`src/hw/rtl/nfb_pkg.sv`:
```
// Shared constants and types for the neighbour failure blacklist.
`default_nettype none

package nfb_pkg;

  // Table geometry
  localparam int unsigned SLOTS = 4;
  localparam int unsigned SlotW = (SLOTS > 1) ? $clog2(SLOTS) : 1;

  // Field widths
  localparam int unsigned AddrW  = 16;
  localparam int unsigned TickW  = 16;
  localparam int unsigned CountW = 8;

  // Configuration port
  localparam int unsigned CfgIdxW  = 1;
  localparam int unsigned CfgDataW = 16;

  typedef enum logic [CfgIdxW-1:0] {
    CfgTimeout   = 1'b0,
    CfgThreshold = 1'b1
  } cfg_idx_e;

  localparam logic [TickW-1:0]  TimeoutReset   = 16'd1280;
  localparam logic [CountW-1:0] ThresholdReset = 8'd3;
  localparam logic [CountW-1:0] CountMax       = 8'd255;

  // Report kinds
  localparam logic KindFail    = 1'b0;
  localparam logic KindSuccess = 1'b1;

  // One stored entry: failure count and time of the last failure
  typedef struct packed {
    logic [CountW-1:0] count;
    logic [TickW-1:0]  stamp;
  } entry_t;

  localparam int unsigned EntryW = $bits(entry_t);

endpackage

`default_nettype wire

```
`src/hw/rtl/neighbour_failure_blacklist.sv`:
```
// Neighbour failure blacklist: per-neighbour transmit failure tracking table.
//
//  Channel   Direction  Handshake                 Payload
//  -------   ---------  ------------------------  ----------------------------------
//  report    in         in_valid_i / in_stall_o   kind_i, neighbour_addr_i, now_ticks_i
//  result    out        out_valid_o / out_stall_i declare_dead_o, table_full_o
//  config    in         cfg_we_i                  cfg_idx_i, cfg_data_i
//
// For each request, the accept edge does the address match and issues the
// count/time RAM read; the update and write-back follow when the update stage is done.
// The single RAM read port and the entry read-modify-write keep one request in flight.
// A finished result sits in the output register; the next request is taken
// while it waits. Stalled output holds the update stage until the register frees.
// Reset clears all slot valid bits and loads the register defaults; no clear pass.
`default_nettype none

module neighbour_failure_blacklist (
  input  wire logic                          clk_i,
  input  wire logic                          rst_ni,
  // report channel
  input  wire logic                          in_valid_i,
  output      logic                          in_stall_o,
  input  wire logic                          kind_i,
  input  wire logic [nfb_pkg::AddrW-1:0]     neighbour_addr_i,
  input  wire logic [nfb_pkg::TickW-1:0]     now_ticks_i,
  // result channel
  output      logic                          out_valid_o,
  input  wire logic                          out_stall_i,
  output      logic                          declare_dead_o,
  output      logic                          table_full_o,
  // configuration
  input  wire logic                          cfg_we_i,
  input  wire logic [nfb_pkg::CfgIdxW-1:0]   cfg_idx_i,
  input  wire logic [nfb_pkg::CfgDataW-1:0]  cfg_data_i
);

  localparam int unsigned SLOTS  = nfb_pkg::SLOTS;
  localparam int unsigned SlotW  = nfb_pkg::SlotW;
  localparam int unsigned AddrW  = nfb_pkg::AddrW;
  localparam int unsigned TickW  = nfb_pkg::TickW;
  localparam int unsigned CountW = nfb_pkg::CountW;

  // Configuration registers
  logic [TickW-1:0]  timeout_q;
  logic [CountW-1:0] thresh_q;

  // Tag store: valid bits and addresses, matched in parallel
  logic [SLOTS-1:0] valid_q;
  logic [AddrW-1:0] tag_q [SLOTS];

  // Request in flight
  logic             busy_q;
  logic             kind_q;
  logic             hit_q;
  logic             free_ok_q;
  logic [SlotW-1:0] idx_q;
  logic [AddrW-1:0] addr_q;
  logic [TickW-1:0] now_q;

  // Output register
  logic out_valid_q;
  logic dead_q;
  logic full_q;

  logic             accept;
  logic             done;
  logic [SLOTS-1:0] match;
  logic             hit;
  logic             free_ok;
  logic [SlotW-1:0] hit_idx;
  logic [SlotW-1:0] free_idx;

  nfb_pkg::entry_t  rd_entry;
  nfb_pkg::entry_t  wr_entry;
  logic             ram_we;
  logic [TickW-1:0] age;
  logic [CountW-1:0] base_cnt;
  logic [CountW-1:0] new_cnt;
  logic             dead;

  assign accept     = in_valid_i && !in_stall_o;
  assign in_stall_o = busy_q;
  assign done       = busy_q && (!out_valid_q || !out_stall_i);

  // Parallel address match and lowest free slot
  always_comb begin
    hit_idx  = '0;
    free_idx = '0;
    for (int i = 0; i < SLOTS; i++) begin
      match[i] = valid_q[i] && (tag_q[i] == neighbour_addr_i);
    end
    for (int i = SLOTS - 1; i >= 0; i--) begin
      if (match[i]) begin
        hit_idx = SlotW'(i);
      end
      if (!valid_q[i]) begin
        free_idx = SlotW'(i);
      end
    end
  end

  assign hit     = |match;
  assign free_ok = !(&valid_q);

  // Count/time store
  nfb_ram #(
    .Width (nfb_pkg::EntryW),
    .Depth (SLOTS)
  ) u_entry_ram (
    .clk_i   (clk_i),
    .we_i    (ram_we),
    .waddr_i (idx_q),
    .wdata_i (wr_entry),
    .re_i    (accept),
    .raddr_i (hit_idx),
    .rdata_o (rd_entry)
  );

  // Update: timeout restart, saturating increment, threshold check
  always_comb begin
    age      = now_q - rd_entry.stamp;
    base_cnt = (age > timeout_q) ? '0 : rd_entry.count;
    new_cnt  = (base_cnt == nfb_pkg::CountMax) ? base_cnt : base_cnt + CountW'(1);
    dead     = new_cnt > thresh_q;
    wr_entry.stamp = now_q;
    wr_entry.count = hit_q ? new_cnt : CountW'(1);
    ram_we   = done && (kind_q == nfb_pkg::KindFail) && (hit_q || free_ok_q);
  end

  // Configuration writes
  always_ff @(posedge clk_i or negedge rst_ni) begin
    if (!rst_ni) begin
      timeout_q <= nfb_pkg::TimeoutReset;
      thresh_q  <= nfb_pkg::ThresholdReset;
    end else if (cfg_we_i) begin
      unique case (nfb_pkg::cfg_idx_e'(cfg_idx_i))
        nfb_pkg::CfgTimeout:   timeout_q <= cfg_data_i[TickW-1:0];
        nfb_pkg::CfgThreshold: thresh_q  <= cfg_data_i[CountW-1:0];
        default: ;
      endcase
    end
  end

  // Control state and valid bits
  always_ff @(posedge clk_i or negedge rst_ni) begin
    if (!rst_ni) begin
      busy_q      <= 1'b0;
      out_valid_q <= 1'b0;
      valid_q     <= '0;
    end else begin
      if (accept) begin
        busy_q <= 1'b1;
      end else if (done) begin
        busy_q <= 1'b0;
      end

      if (done) begin
        out_valid_q <= 1'b1;
      end else if (!out_stall_i) begin
        out_valid_q <= 1'b0;
      end

      if (done) begin
        if (kind_q == nfb_pkg::KindSuccess) begin
          if (hit_q) begin
            valid_q[idx_q] <= 1'b0;
          end
        end else if (hit_q) begin
          if (dead) begin
            valid_q[idx_q] <= 1'b0;
          end
        end else if (free_ok_q) begin
          valid_q[idx_q] <= 1'b1;
        end
      end
    end
  end

  // Request capture, tag writes and result payload
  always_ff @(posedge clk_i) begin
    if (accept) begin
      kind_q    <= kind_i;
      hit_q     <= hit;
      free_ok_q <= free_ok;
      idx_q     <= hit ? hit_idx : free_idx;
      addr_q    <= neighbour_addr_i;
      now_q     <= now_ticks_i;
    end
    if (done && (kind_q == nfb_pkg::KindFail) && !hit_q && free_ok_q) begin
      tag_q[idx_q] <= addr_q;
    end
    if (done) begin
      dead_q <= (kind_q == nfb_pkg::KindFail) && hit_q && dead;
      full_q <= (kind_q == nfb_pkg::KindFail) && !hit_q && !free_ok_q;
    end
  end

  assign out_valid_o    = out_valid_q;
  assign declare_dead_o = dead_q;
  assign table_full_o   = full_q;

  // A result never reports both a dead neighbour and a full table
  assert property (@(posedge clk_i) disable iff (!rst_ni)
    out_valid_o |-> !(declare_dead_o && table_full_o))
    else $error("dead and full reported together");

  // Full table is reported only when every slot was taken
  assert property (@(posedge clk_i) disable iff (!rst_ni)
    (done && (kind_q == nfb_pkg::KindFail) && !hit_q && !free_ok_q) |-> (&valid_q))
    else $error("table full reported with a free slot");

  // A dead neighbour's slot is freed on the next cycle
  assert property (@(posedge clk_i) disable iff (!rst_ni)
    (done && (kind_q == nfb_pkg::KindFail) && hit_q && dead) |=> !valid_q[$past(idx_q)])
    else $error("dead neighbour slot still valid");

  // An accepted request is held in flight by the update stage
  assert property (@(posedge clk_i) disable iff (!rst_ni)
    accept |=> busy_q)
    else $error("accepted request not in flight");

  // A finished request always leaves a result in the output register
  assert property (@(posedge clk_i) disable iff (!rst_ni)
    done |=> out_valid_q)
    else $error("finished request produced no result");

endmodule

`default_nettype wire

```
`src/hw/rtl/nfb_ram.sv`:
```
// Generic single-write, single-read RAM with registered read data.
`default_nettype none

module nfb_ram #(
  parameter int unsigned Width = 8,
  parameter int unsigned Depth = 4
) (
  input  wire logic                                      clk_i,
  input  wire logic                                      we_i,
  input  wire logic [((Depth > 1) ? $clog2(Depth) : 1)-1:0] waddr_i,
  input  wire logic [Width-1:0]                          wdata_i,
  input  wire logic                                      re_i,
  input  wire logic [((Depth > 1) ? $clog2(Depth) : 1)-1:0] raddr_i,
  output      logic [Width-1:0]                          rdata_o
);

  logic [Width-1:0] mem_q [Depth];
  logic [Width-1:0] rdata_q;

  // Write port
  always_ff @(posedge clk_i) begin
    if (we_i) begin
      mem_q[waddr_i] <= wdata_i;
    end
  end

  // Registered read port, holds until the next read
  always_ff @(posedge clk_i) begin
    if (re_i) begin
      rdata_q <= mem_q[raddr_i];
    end
  end

  assign rdata_o = rdata_q;

endmodule

`default_nettype wire

```
`config.mk`:
```
export PLATFORM = sky130hd
export DESIGN_NAME = neighbour_failure_blacklist
export DESIGN_NICKNAME = d
export VERILOG_FILES = /design/src/hw/rtl/nfb_pkg.sv /design/src/hw/rtl/neighbour_failure_blacklist.sv /design/src/hw/rtl/nfb_ram.sv
export SDC_FILE = /design/constraint.sdc
export NUM_CORES = 1
export LEC_CHECK = 0
export BUFFER_PORTS_ARGS = -buffer_cell sky130_fd_sc_hd__buf_2
export CAP_MARGIN = 20
export CORE_MARGIN = 2
export CORE_UTILIZATION = 60
export DETAILED_ROUTE_END_ITERATION = 7
export PLACE_DENSITY = 0.78
export SLEW_MARGIN = 40
export SYNTH_ARGS = -nofsm -noshare
export SYNTH_HDL_FRONTEND = slang
export SYNTH_SLANG_ARGS = --single-unit
```
`constraint.sdc`:
```
create_clock -name clk_i -period 18.34 [get_ports clk_i]
set_input_delay 0.917 -clock clk_i [delete_from_list [all_inputs] [get_ports clk_i]]
set_output_delay 0.917 -clock clk_i [all_outputs]
set_load 0.005 [all_outputs]
```
Word-level counts from Yosys, hierarchy flattened
Memory sizes are Yosys's and may differ from the RTL's. A register that Yosys moved wholly into a read port is not among the register bits.
Index checks and enable logic that the tools add are counted.
{"block": "classes", "muxes": 27, "n_eq_ne": 8, "reduce_logical": 30, "n_shift": 0, "n_addsub": 2, "multipliers": 0, "bitwise_logic": 5, "magnitude_cmp": 4, "n_div": 0}
{"cell": "16-bit == test", "count": 4}
{"cell": "8-bit 2-to-1 mux", "count": 3}
{"cell": "4-bit 2-to-1 mux", "count": 5}
{"cell": "2-bit 2-to-1 mux", "count": 9}
{"cell": "16-bit > comparator", "count": 1}
{"cell": "16-bit subtractor", "count": 1}
{"cell": "1-bit logical AND", "count": 15}
{"cell": "1-bit 2-to-1 mux", "count": 9}
{"cell": "8-bit by 1-bit adder with 8-bit output (second input constant)", "count": 1}
{"cell": "8-bit == test (second input constant)", "count": 1}
{"cell": "8-bit > comparator", "count": 1}
{"cell": "4-bit AND reduction", "count": 2}
{"cell": "1-bit logical NOT", "count": 6}
{"cell": "4-bit bitwise AND", "count": 1}
{"cell": "2-bit by 1-bit != test with 1-bit output (second input constant)", "count": 2}
{"cell": "4-bit NOT", "count": 1}
{"cell": "4-bit OR", "count": 1}
{"cell": "2-bit AND reduction", "count": 2}
{"cell": "2-bit nonzero test", "count": 2}
{"cell": "4-bit OR reduction", "count": 1}
{"cell": "2-bit by 3-bit less-than comparator with 1-bit output (second input constant)", "count": 1}
{"cell": "3-bit by 2-bit != test with 1-bit output (second input constant)", "count": 1}
{"cell": "1-bit demux with 2-bit select", "count": 1}
{"cell": "2-bit by 1-bit >= comparator with 1-bit output (second input constant)", "count": 1}
{"cell": "other kinds (2)", "count": 4}
{"block": "totals", "romBits": 0, "n_memories": 2, "wordCells": 91, "ram_bits": 160, "latch_bits": 0, "output_inout_bits": 4, "reg_bits": 69, "input_bits": 55}
{"memory": "u_entry_ram.mem_q", "depth": 4, "word_bits": 24, "rd": 1, "rd_ports_with_merged_regs": 1, "write_ports": 1, "line": "nfb_ram.sv:17", "text": "logic [Width-1:0] mem_q [Depth];"}
{"memory": "tag_q", "depth": 4, "word_bits": 16, "rd": 4, "rd_ports_with_merged_regs": 0, "write_ports": 1, "line": "neighbour_failure_blacklist.sv:49", "text": "logic [AddrW-1:0] tag_q [SLOTS];"}

Logic depth before layout (Yosys ltp)
Gate-level depths: netlist of the first run.
{"block": "logic_depth", "ltp_word": 9, "ltp_mapped": 32, "depth_no_buf": 30}

Hierarchy
Synthesis of the first run repeated with hierarchy kept, for this count alone.
{"block": "hier_totals", "hier_cells": 706, "area_unflattened_um2": 10970.5}
{"mod": "neighbour_failure_blacklist", "seq_area_each_um2": 3848.7, "instances": 1, "area_per_inst_um2": 6715.2, "cells_each": 552}
{"mod": "nfb_ram", "seq_area_each_um2": 3603.5, "instances": 1, "area_per_inst_um2": 4255.3, "cells_each": 154}

Least setup slack after synthesis of the first run
Ideal clock, no wire load.
{"block": "synth_path", "kind": "register -> register", "startpoint": "reg now_q[6]", "endpoint": "reg (tool-made name)", "path_slack_ns": 11.768, "path_buffers": 2, "t_required_ns": 18.260, "setup_time_ns": 0.080, "arrival_time_ns": 6.492, "synth_period_minus_slack_ns": 6.572, "path_stages_with_launch": 30, "cell_sequence": "edfxtp_1 > ha_1 > a21oi_1 > inv_1 > o311ai_0 > a21oi_1 > a211oi_1 > a21oi_1 > xnor2_1 > ha_1 > nand4_1 > or2_2 > o31a_1 > or2_2 > clkbuf_1 > nor2b_1 > ha_1 > inv_1 > or3_1 > clkbuf_1 > nor3_1 > mux2_2 > ha_1 > nor2b_1 > o21a_1 > o21ai_0 > nand2b_1 > a211oi_1 > o21ai_0 > a21oi_1"}
{"element": "start: declaration", "line": "neighbour_failure_blacklist.sv:58", "text": "logic [TickW-1:0] now_q;"}
{"element": "start signal: assignment", "line": "neighbour_failure_blacklist.sv:187", "text": "now_q <= now_ticks_i;"}

==> summary.txt, run 1 <==
Layout
  – Final Non-Filler Cells: 1092
  – Antenna fix cells: 0
  – Layout Utilization: 0.698
  – Nets: 940
  – Filler Cell Count: 1123
  – Most frequent cells in the layout: edfxtp_1, mux2i_1, buf_2, inv_1, nand2_1
  – Multi-input logic area: 0.00348 mm²
  – Synthesis-to-finish area growth: 13.5%
  – Share of layout cells above drive strength 1: 0.163
  – Commonest non-fill, non-tap cell in the layout: edfxtp_1
  – Register area: 0.00745 mm²

Floorplanning
  – FP Rows: 49
  – Die area: 0.0196 mm²
  – Initial core utilization: 0.615
  – Core footprint: 0.0181 mm²
  – Height of the die: 140 µm
  – Die W: 140 µm
  – IO Pins: 59

Run
  – Max-Cap Viols: 0

Critical path
  – Crit. End Element: flip-flop
  – Critical Path Source Type: flip-flop
  – Critical path's largest stage delay: 0.48 ns
  – Largest fanout on the critical path: 14
  – CP Data Required Time: 18.78 ns
  – Worst setup path category: flip-flop to flip-flop
  – Top Family by Delay on Critical Path: compound AO/OA/AOI/OAI gates
  – Crit-path slowest cell: o311ai_0
  – Bufs and invs on worst path: 2
  – Critical path arrival: 7.97 ns

Routing
  – Via count: 6395
  – Residual DRC: 4
  – Initial DRC count: 584
  – Post-route ant nets: 0
  – WL per Instance: 19.6 µm
  – Pre-antenna DRT Iters: 7
  – Vias/cell: 5.86
  – Final wirelength: 21400 µm

Power
  – Max VDD drop: 0.108 mV
  – NetSw: 465 µW
  – Flop pwr share: 0.478
  – Pint: 1.14 mW
  – Combinational share of power: 0.210
  – Pleak: 4.55 nW
  – Switch share: 0.290
  – Pwr Density: 127 mW/mm²
  – Clk pwr share: 0.312

Clock tree
  – Clock Root Buffer: clkbuf_16
  – CTS hold repair buffers: 0
  – Worst skew pair latency: 0.54 ns
  – Post-CTS setup buffers: 0
  – CTS Buf Count: 25
  – Clk sinks: 253
  – Post-CTS Resized: 0
  – Clk buf depth: 3
  – Worst-path clk slew: 0.06 ns
  – CTS tree: built
  – Max H-tree Level: 1

Run status
  – Status: complete, but fails checks
  – Failing checks: DRC

Logic synthesis
  – Post-synth ARST share: 0.119
  – Most area-consuming cells after synthesis: edfxtp_1, mux2i_1, dfrtp_1
  – Yosys warning count: 0
  – #FFs+latches synth: 253
  – Synthesized cell area: 0.0111 mm²
  – Number of distinct library cells after synthesis: 47
  – Syn Nets: 858
  – Ys flop type: edfxtp_1
  – Synthesized area per cell: 14.6 µm²
  – Sequential share of the synthesized area: 0.670
  – Synth area leader: edfxtp_1
  – Post-synth EDFFs: 223
  – Synth Instances: 762
  – Post-synth top area share: 0.602

Timing
  – Slew Viols, Final: 0
  – Final worst path period share: 0.410
  – Layout Skew: 0.0281 ns
  – Sum Neg Setup Slack: 0 ns
  – Finish-stage setup viols: 0
  – Relative slew margins: 0.379
  – Fin crit period: 7.52 ns
  – Fmax: 133 MHz
  – RSZ-0062 raised after global routing: no
  – Final Hold Fails: 0
  – Worst slew pin tran: 0.929 ns

GRT
  – GR Util All Layers: 0.220
  – Gr ovfl total: 0
  – Vias in the first global route: 6521
  – First-pass GRT wire length: 33800 µm
  – Largest net degree at the start of global routing: 62
  – Antenna violations before repair: 0

Worst hold path
  – Worst hold path class: input port to async pin

Placed design
  – Post-DP HPWL: 14300 µm
  – DP Cell Count: 1046
  – Gpl congestion: 0.856
  – Buffers on Ports: 58
## stage by stage
| step | hold slack, ns | cell area (µm²) | setup slack, ns | power, mW |
|---|---|---|---|---|
| after floorplan | 0.459 | 11100 | 11.77 | 0.995 |
| after global placement | 0.462 | 11700 | 11.38 | 1.08 |
| after detailed placement | 0.482 | 11800 | 10.98 | 1.11 |
| after CTS | 0.438 | 12600 | 10.89 | 1.61 |
| after global routing | 0.474 | 12600 | 10.33 | 1.68 |
| final | 0.426 | 12600 | 10.82 | 1.60 |
## power groups by stage
stage	clock (mW)	sequential, mW	combinational, mW
final	0.500	0.766	0.337
after floorplan	0	0.765	0.231
after CTS	0.507	0.766	0.336
after global routing	0.529	0.774	0.377
after global placement	0	0.772	0.308
after detailed placement	0	0.777	0.333
## final timing paths
path | startpoint | to | slack, ns | cells after the start
setup / recovery | now_q[6] | flip-flop | 10.82 | 27
hold / removal | rst_ni | async pin | 0.43 | 1
setup reg to reg | now_q[6] | flip-flop | 10.82 | 27
hold reg to reg | addr_q[0] | tag_q[0][0] | 0.48 | 0
max in group asynchronous | rst_ni | thresh_q[6] | 17.47 | 1
min in group clk_i | addr_q[0] | tag_q[0][0] | 0.48 | 0
## sequential cells by signal, indices dropped and copies added (netlist names), named ones only
signal               count
thresh_q                 8
idx_q                    2
table_full_o             1
timeout_q               16
kind_q                   1
hit_q                    1
now_q                   16
addr_q                  16
u_entry_ram.rdata_o     24
in_stall_o               1
declare_dead_o           1
free_ok_q                1
tag_q                   64
u_entry_ram.mem_q       96
out_valid_o              1
## layout make-up
class | count | area share
inverters | 45 | 0.0134
clock inverters | 18 | 0.0135
clock buffers | 28 | 0.0504
multi-input cells | 450 | 0.276
repair buffers | 69 | 0.0342
flip-flops and latches | 253 | 0.590
well taps | 229 | 0.0227
## cell usage after synthesis, types with 11 or more instances
cell / count
a21o_1: 12
dfrtp_1: 26
nor3_1: 14
ha_1: 40
nor2_1: 33
mux2_2: 11
inv_1: 45
mux2i_1: 75
nand3_1: 12
nand2_1: 44
o21ai_0: 25
edfxtp_1: 223
nor4_1: 14
xor2_1: 38
a21oi_1: 19
nand4_1: 11
xnor2_1: 39
## worst register-to-register path, cell delays in order, from the launching register on
cell and delay (ns):
edfxtp_1 0.44, ha_1 0.38, a21oi_1 0.27, inv_1 0.10, o311ai_0 0.48, a21oi_1 0.18, a211oi_1 0.38, a21oi_1 0.15
xnor2_1 0.16, ha_1 0.31, nand4_1 0.12, or2_2 0.32, o31a_1 0.34, or2_2 0.42, nor2b_1 0.18, ha_1 0.26
inv_1 0.10, or3_1 0.46, nor3_1 0.34, mux2_2 0.39, ha_1 0.30, nor2b_1 0.14, o21a_1 0.16, o21ai_0 0.14
nand2b_1 0.07, a211oi_1 0.37, o21ai_0 0.28, a21oi_1 0.22
## layer usage
layer | track usage | wire, µm | vias to the layer above
li1 | - | - | 2992
met1 | 0.320 | 9520 | 3139
met2 | 0.345 | 9880 | 219
met3 | 0.0421 | 1360 | 45
met4 | 0.0633 | 609 | 0
met5 | 0 | 0 | -
## cells by family (layout without fill, tap and decap cells)
family / Yosys count / count (layout) / share of synthesized area
AOI/OAI and AO/OA: 89 / 89 / 0.0522
xor gates and xnor gates: 77 / 77 / 0.0606
adders and majority gates: 41 / 41 / 0.0468
buffers and inverters: 59 / 160 / 0.0226
DFF: 253 / 253 / 0.670
muxes: 86 / 86 / 0.0786
and+or+nand+nor: 157 / 157 / 0.0692
(Power assumes the default switching activity.)
==> inputs of run 2 (changes only) <==
--- a/config.mk
+++ b/config.mk
@@ -5,6 +5,7 @@
 export SDC_FILE = /design/constraint.sdc
 export NUM_CORES = 1
 export LEC_CHECK = 0
+export ABC_AREA = 1
 export BUFFER_PORTS_ARGS = -buffer_cell sky130_fd_sc_hd__buf_2
 export CAP_MARGIN = 20
 export CORE_MARGIN = 2
==> constraint.sdc (replaced) <==
create_clock -name clk_i -period 7.3 [get_ports clk_i]
set_input_delay 0.365 -clock clk_i [delete_from_list [all_inputs] [get_ports clk_i]]
set_output_delay 0.365 -clock clk_i [all_outputs]
set_load 0.005 [all_outputs]
==> run 2 against run 1 <==
Cell area up 9.8%; clock power rose to 2.6 times the previous value; sequential share of layout area down 5.3 points; the run now ends clean; first-iteration DRC count up 56%; critical path depth up 10; largest cell class unchanged; largest power group unchanged; combinational power rose to 2.7 times the previous value; synthesized area up 9.7%; sequential power rose to 2.5 times the previous value; final cell count up 44%.
==> summary.txt, run 2 <==
Critical path
  – CP Data Required Time: 7.72 ns (was 18.78 ns)
  – Critical path's largest stage delay: 0.41 ns (was 0.48 ns)
  – Crit-path slowest cell: fa_1 (was o311ai_0)
  – Worst setup path category: flip-flop to flip-flop (unchanged)
  – Critical path arrival: 6.72 ns (was 7.97 ns)
  – CP dominant cell by count: nand2_1
  – Largest fanout on the critical path: 13 (was 14)
  – Crit. End Element: flip-flop (unchanged)
  – Register-to-register setup slack: 0.99 ns (was 10.82 ns)
  – Critical Path Source Type: flip-flop (unchanged)

Floorplanning
  – Height of the die: 147 µm (was 140 µm)
  – Core footprint: 0.0201 mm² (was 0.0181 mm²)
  – Die W: 147 µm (was 140 µm)
  – Initial core utilization: 0.607 (was 0.615)
  – FP Rows: 52 (was 49)
  – IO Pins: 59 (unchanged)
  – Die area: 0.0215 mm² (was 0.0196 mm²)

Clock tree
  – Clk buf depth: 3 (unchanged)
  – Worst skew pair latency: 0.55 ns (was 0.54 ns)
  – Clock Root Buffer: clkbuf_16 (unchanged)
  – Clk sinks: 253 (unchanged)
  – Max H-tree Level: 1 (unchanged)
  – Worst-path clk slew: 0.06 ns (about the same)
  – CTS Buf Count: 26 (was 25)
  – Post-CTS setup buffers: 0 (unchanged)
  – CTS tree: built (unchanged)
  – Post-CTS Resized: 0 (unchanged)
  – CTS hold repair buffers: 14 (was 0)

Logic synthesis
  – Synth cell count leaders: nand2_1, edfxtp_1, inv_1, nand3_1, nor2_1 (was edfxtp_1, mux2i_1, inv_1, nand2_1, ha_1)
  – Post-synth EDFFs: 223 (unchanged)
  – Number of distinct library cells after synthesis: 43 (was 47)
  – Post-synth ARST share: 0.119 (unchanged)
  – #FFs+latches synth: 253 (unchanged)
  – Synth Instances: 1190 (was 762)
  – Ys flop type: edfxtp_1 (unchanged)
  – Synth area leader: edfxtp_1 (unchanged)
  – Most area-consuming cells after synthesis: edfxtp_1, nand2_1, inv_1 (was edfxtp_1, mux2i_1, dfrtp_1)
  – Syn Nets: 1286 (was 858)
  – Synthesized cell area: 0.0122 mm² (was 0.0111 mm²)
  – Yosys warning count: 0 (unchanged)
  – Post-synth top area share: 0.549 (was 0.602)
  – Synthesized area per cell: 10.3 µm² (was 14.6 µm²)
  – Dominant cell by count in the synthesized netlist: nand2_1 (was edfxtp_1)
  – Sequential share of the synthesized area: 0.611 (was 0.670)

Layout
  – Share of layout cells above drive strength 1: 0.114 (was 0.163)
  – Synthesis-to-finish area growth: 13.6% (was 13.5%)
  – Filler Cell Count: 1434 (was 1123)
  – Biggest register: u_entry_ram.mem_q (unchanged)
  – Max reg flops: 96 (unchanged)
  – Antenna fix cells: 0 (unchanged)
  – Most frequent cells in the layout: nand2_1, edfxtp_1, inv_1, nand3_1, nor2_1 (was edfxtp_1, mux2i_1, buf_2, inv_1, nand2_1)
  – Commonest non-fill, non-tap cell in the layout: nand2_1 (was edfxtp_1)
  – Layout Utilization: 0.690 (was 0.698)
  – Nets: 1374 (was 940)

Timing
  – Fin crit period: 6.31 ns (was 7.52 ns)
  – Slew Viols, Final: 0 (unchanged)
  – Worst slew pin tran: 0.807 ns (was 0.929 ns)
  – Final setup margin: 0.994 ns (was 10.82 ns)
  – Final worst path period share: 0.864 (was 0.410)
  – Fmax: 159 MHz (was 133 MHz)
  – Sum Neg Setup Slack: 0 ns (unchanged)
  – Hold_ws: 0.0117 ns (was 0.426 ns)
  – Layout Skew: 0.0201 ns (was 0.0281 ns)
  – Finish-stage setup viols: 0 (unchanged)
  – Final Hold Fails: 0 (unchanged)
  – Relative slew margins: 0.461 (was 0.379)
  – RSZ-0062 raised after global routing: no (unchanged)

Power
  – NetSw: 1.24 mW (was 465 µW)
  – Combinational share of power: 0.221 (was 0.210)
  – Pleak: 6.03 nW (was 4.55 nW)
  – Switch share: 0.302 (was 0.290)
  – Pwr Density: 297 mW/mm² (was 127 mW/mm²)
  – Overall Power: 4.12 mW (was 1.60 mW)
  – Max VDD drop: 0.239 mV (was 0.108 mV)
  – Clk pwr share: 0.311 (was 0.312)
  – Flop pwr share: 0.468 (was 0.478)
  – Pint: 2.87 mW (was 1.14 mW)

GRT
  – First-pass GRT wire length: 43600 µm (was 33800 µm)
  – Gr ovfl total: 0 (unchanged)
  – Antenna violations before repair: 0 (unchanged)
  – Largest net degree at the start of global routing: 62 (unchanged)
  – GR Util All Layers: 0.264 (was 0.220)
  – Vias in the first global route: 8257 (was 6521)

Placed design
  – Buffers on Ports: 58 (unchanged)
  – Gpl congestion: 0.939 (was 0.856)
  – Post-DP HPWL: 19000 µm (was 14300 µm)
  – Worst slack at placement: 1.14 ns (was 10.98 ns)

Routing
  – WL per Instance: 17.9 µm (was 19.6 µm)
  – Vias/cell: 5.53 (was 5.86)
  – Pre-antenna DRT Iters: 5 (was 7)
  – Residual DRC: 0 (was 4)
  – Via count: 8665 (was 6395)
  – Initial DRC count: 913 (was 584)
  – Final wirelength: 28100 µm (was 21400 µm)
  – Post-route ant nets: 0 (unchanged)

Worst hold path
  – Worst hold path class: input port to flip-flop (was input port to async pin)

Run status
  – Status: finished clean (was complete, but fails checks)

Run
  – Max-Cap Viols: 0 (unchanged)
## run 2: changes by cell type in the layout (fill, tap and decap cells not counted), sizes merged, moves of 15 or more
cell	before	now
nand4	11	26
nand3b	0	29
mux2i	75	0
a21oi	19	42
nand3	12	101
xor2	38	22
o21ai	25	41
nand2	44	244
inv	48	210
nor2	33	70
xnor2	39	13
## run 2: layout make-up
cell class                 count  area, µm²  share of cell area
multi-input combinational    702       3850               0.278
inverter                     210        788              0.0569
timing repair buffer          85        612              0.0441
clock inverter                15        133             0.00957
tap                          270        338              0.0244
clock buffer                  33        687              0.0495
sequential                   253       7450               0.537
## run 2: cells by family after synthesis
| logic type | Yosys count | share of synthesized area |
|---|---|---|
| AND/OR/NAND/NOR | 520 | 0.195 |
| flip-flops | 253 | 0.611 |
| buffers and inverters | 235 | 0.0775 |
| AO/OA/AOI/OAI | 106 | 0.0491 |
| adder cells (fa/ha/maj) | 41 | 0.0427 |
| XOR/XNOR | 35 | 0.0251 |
## run 2: per-layer routing
layer,track usage,part of all wire
met4,0.0888,0.027
met2,0.399,0.45
met1,0.390,0.44
met3,0.0469,0.086
met5,0,0
## run 2: power groups by stage
stage          Sequential [mW]  Clock (mW)  Combinational, mW
6_report                  1.93        1.28              0.910
5_1_grt                   1.94        1.34               1.03
4_1_cts                   1.92        1.29              0.904
3_5_place_dp              1.95           0              0.891
3_3_place_gp              1.95           0              0.837
2_1_floorplan             1.91           0              0.625
## run 2: critical path, delay by kind of cell (launching register included)
kind	cells	cell delay, ns
adders and majority gates	5	1.33
and+or+nand+nor	15	2.17
buffers and inverters	6	0.40
AOI/OAI and AO/OA	10	1.72
xor gates and xnor gates	1	0.16
DFF	1	0.39
## run 2: per-stage QoR
step	std cells	instance area [µm²]
2_1_floorplan	1190	12200
3_3_place_gp	1499	12800
3_5_place_dp	1506	12900
4_1_cts	1568	13900
5_1_grt	1568	13900
6_report	1568	13900
## run 2: worst paths after layout
kind / startpoint / cells after the start / endpoint
max: now_q[0] / 37 / flip-flop
min: kind_i / 1 / kind_q
max reg2reg: now_q[0] / 37 / flip-flop
min reg2reg: timeout_q[6] / 2 / timeout_q[6]
max in group asynchronous: rst_ni / 2 / timeout_q[9]
min in group asynchronous: rst_ni / 2 / async pin
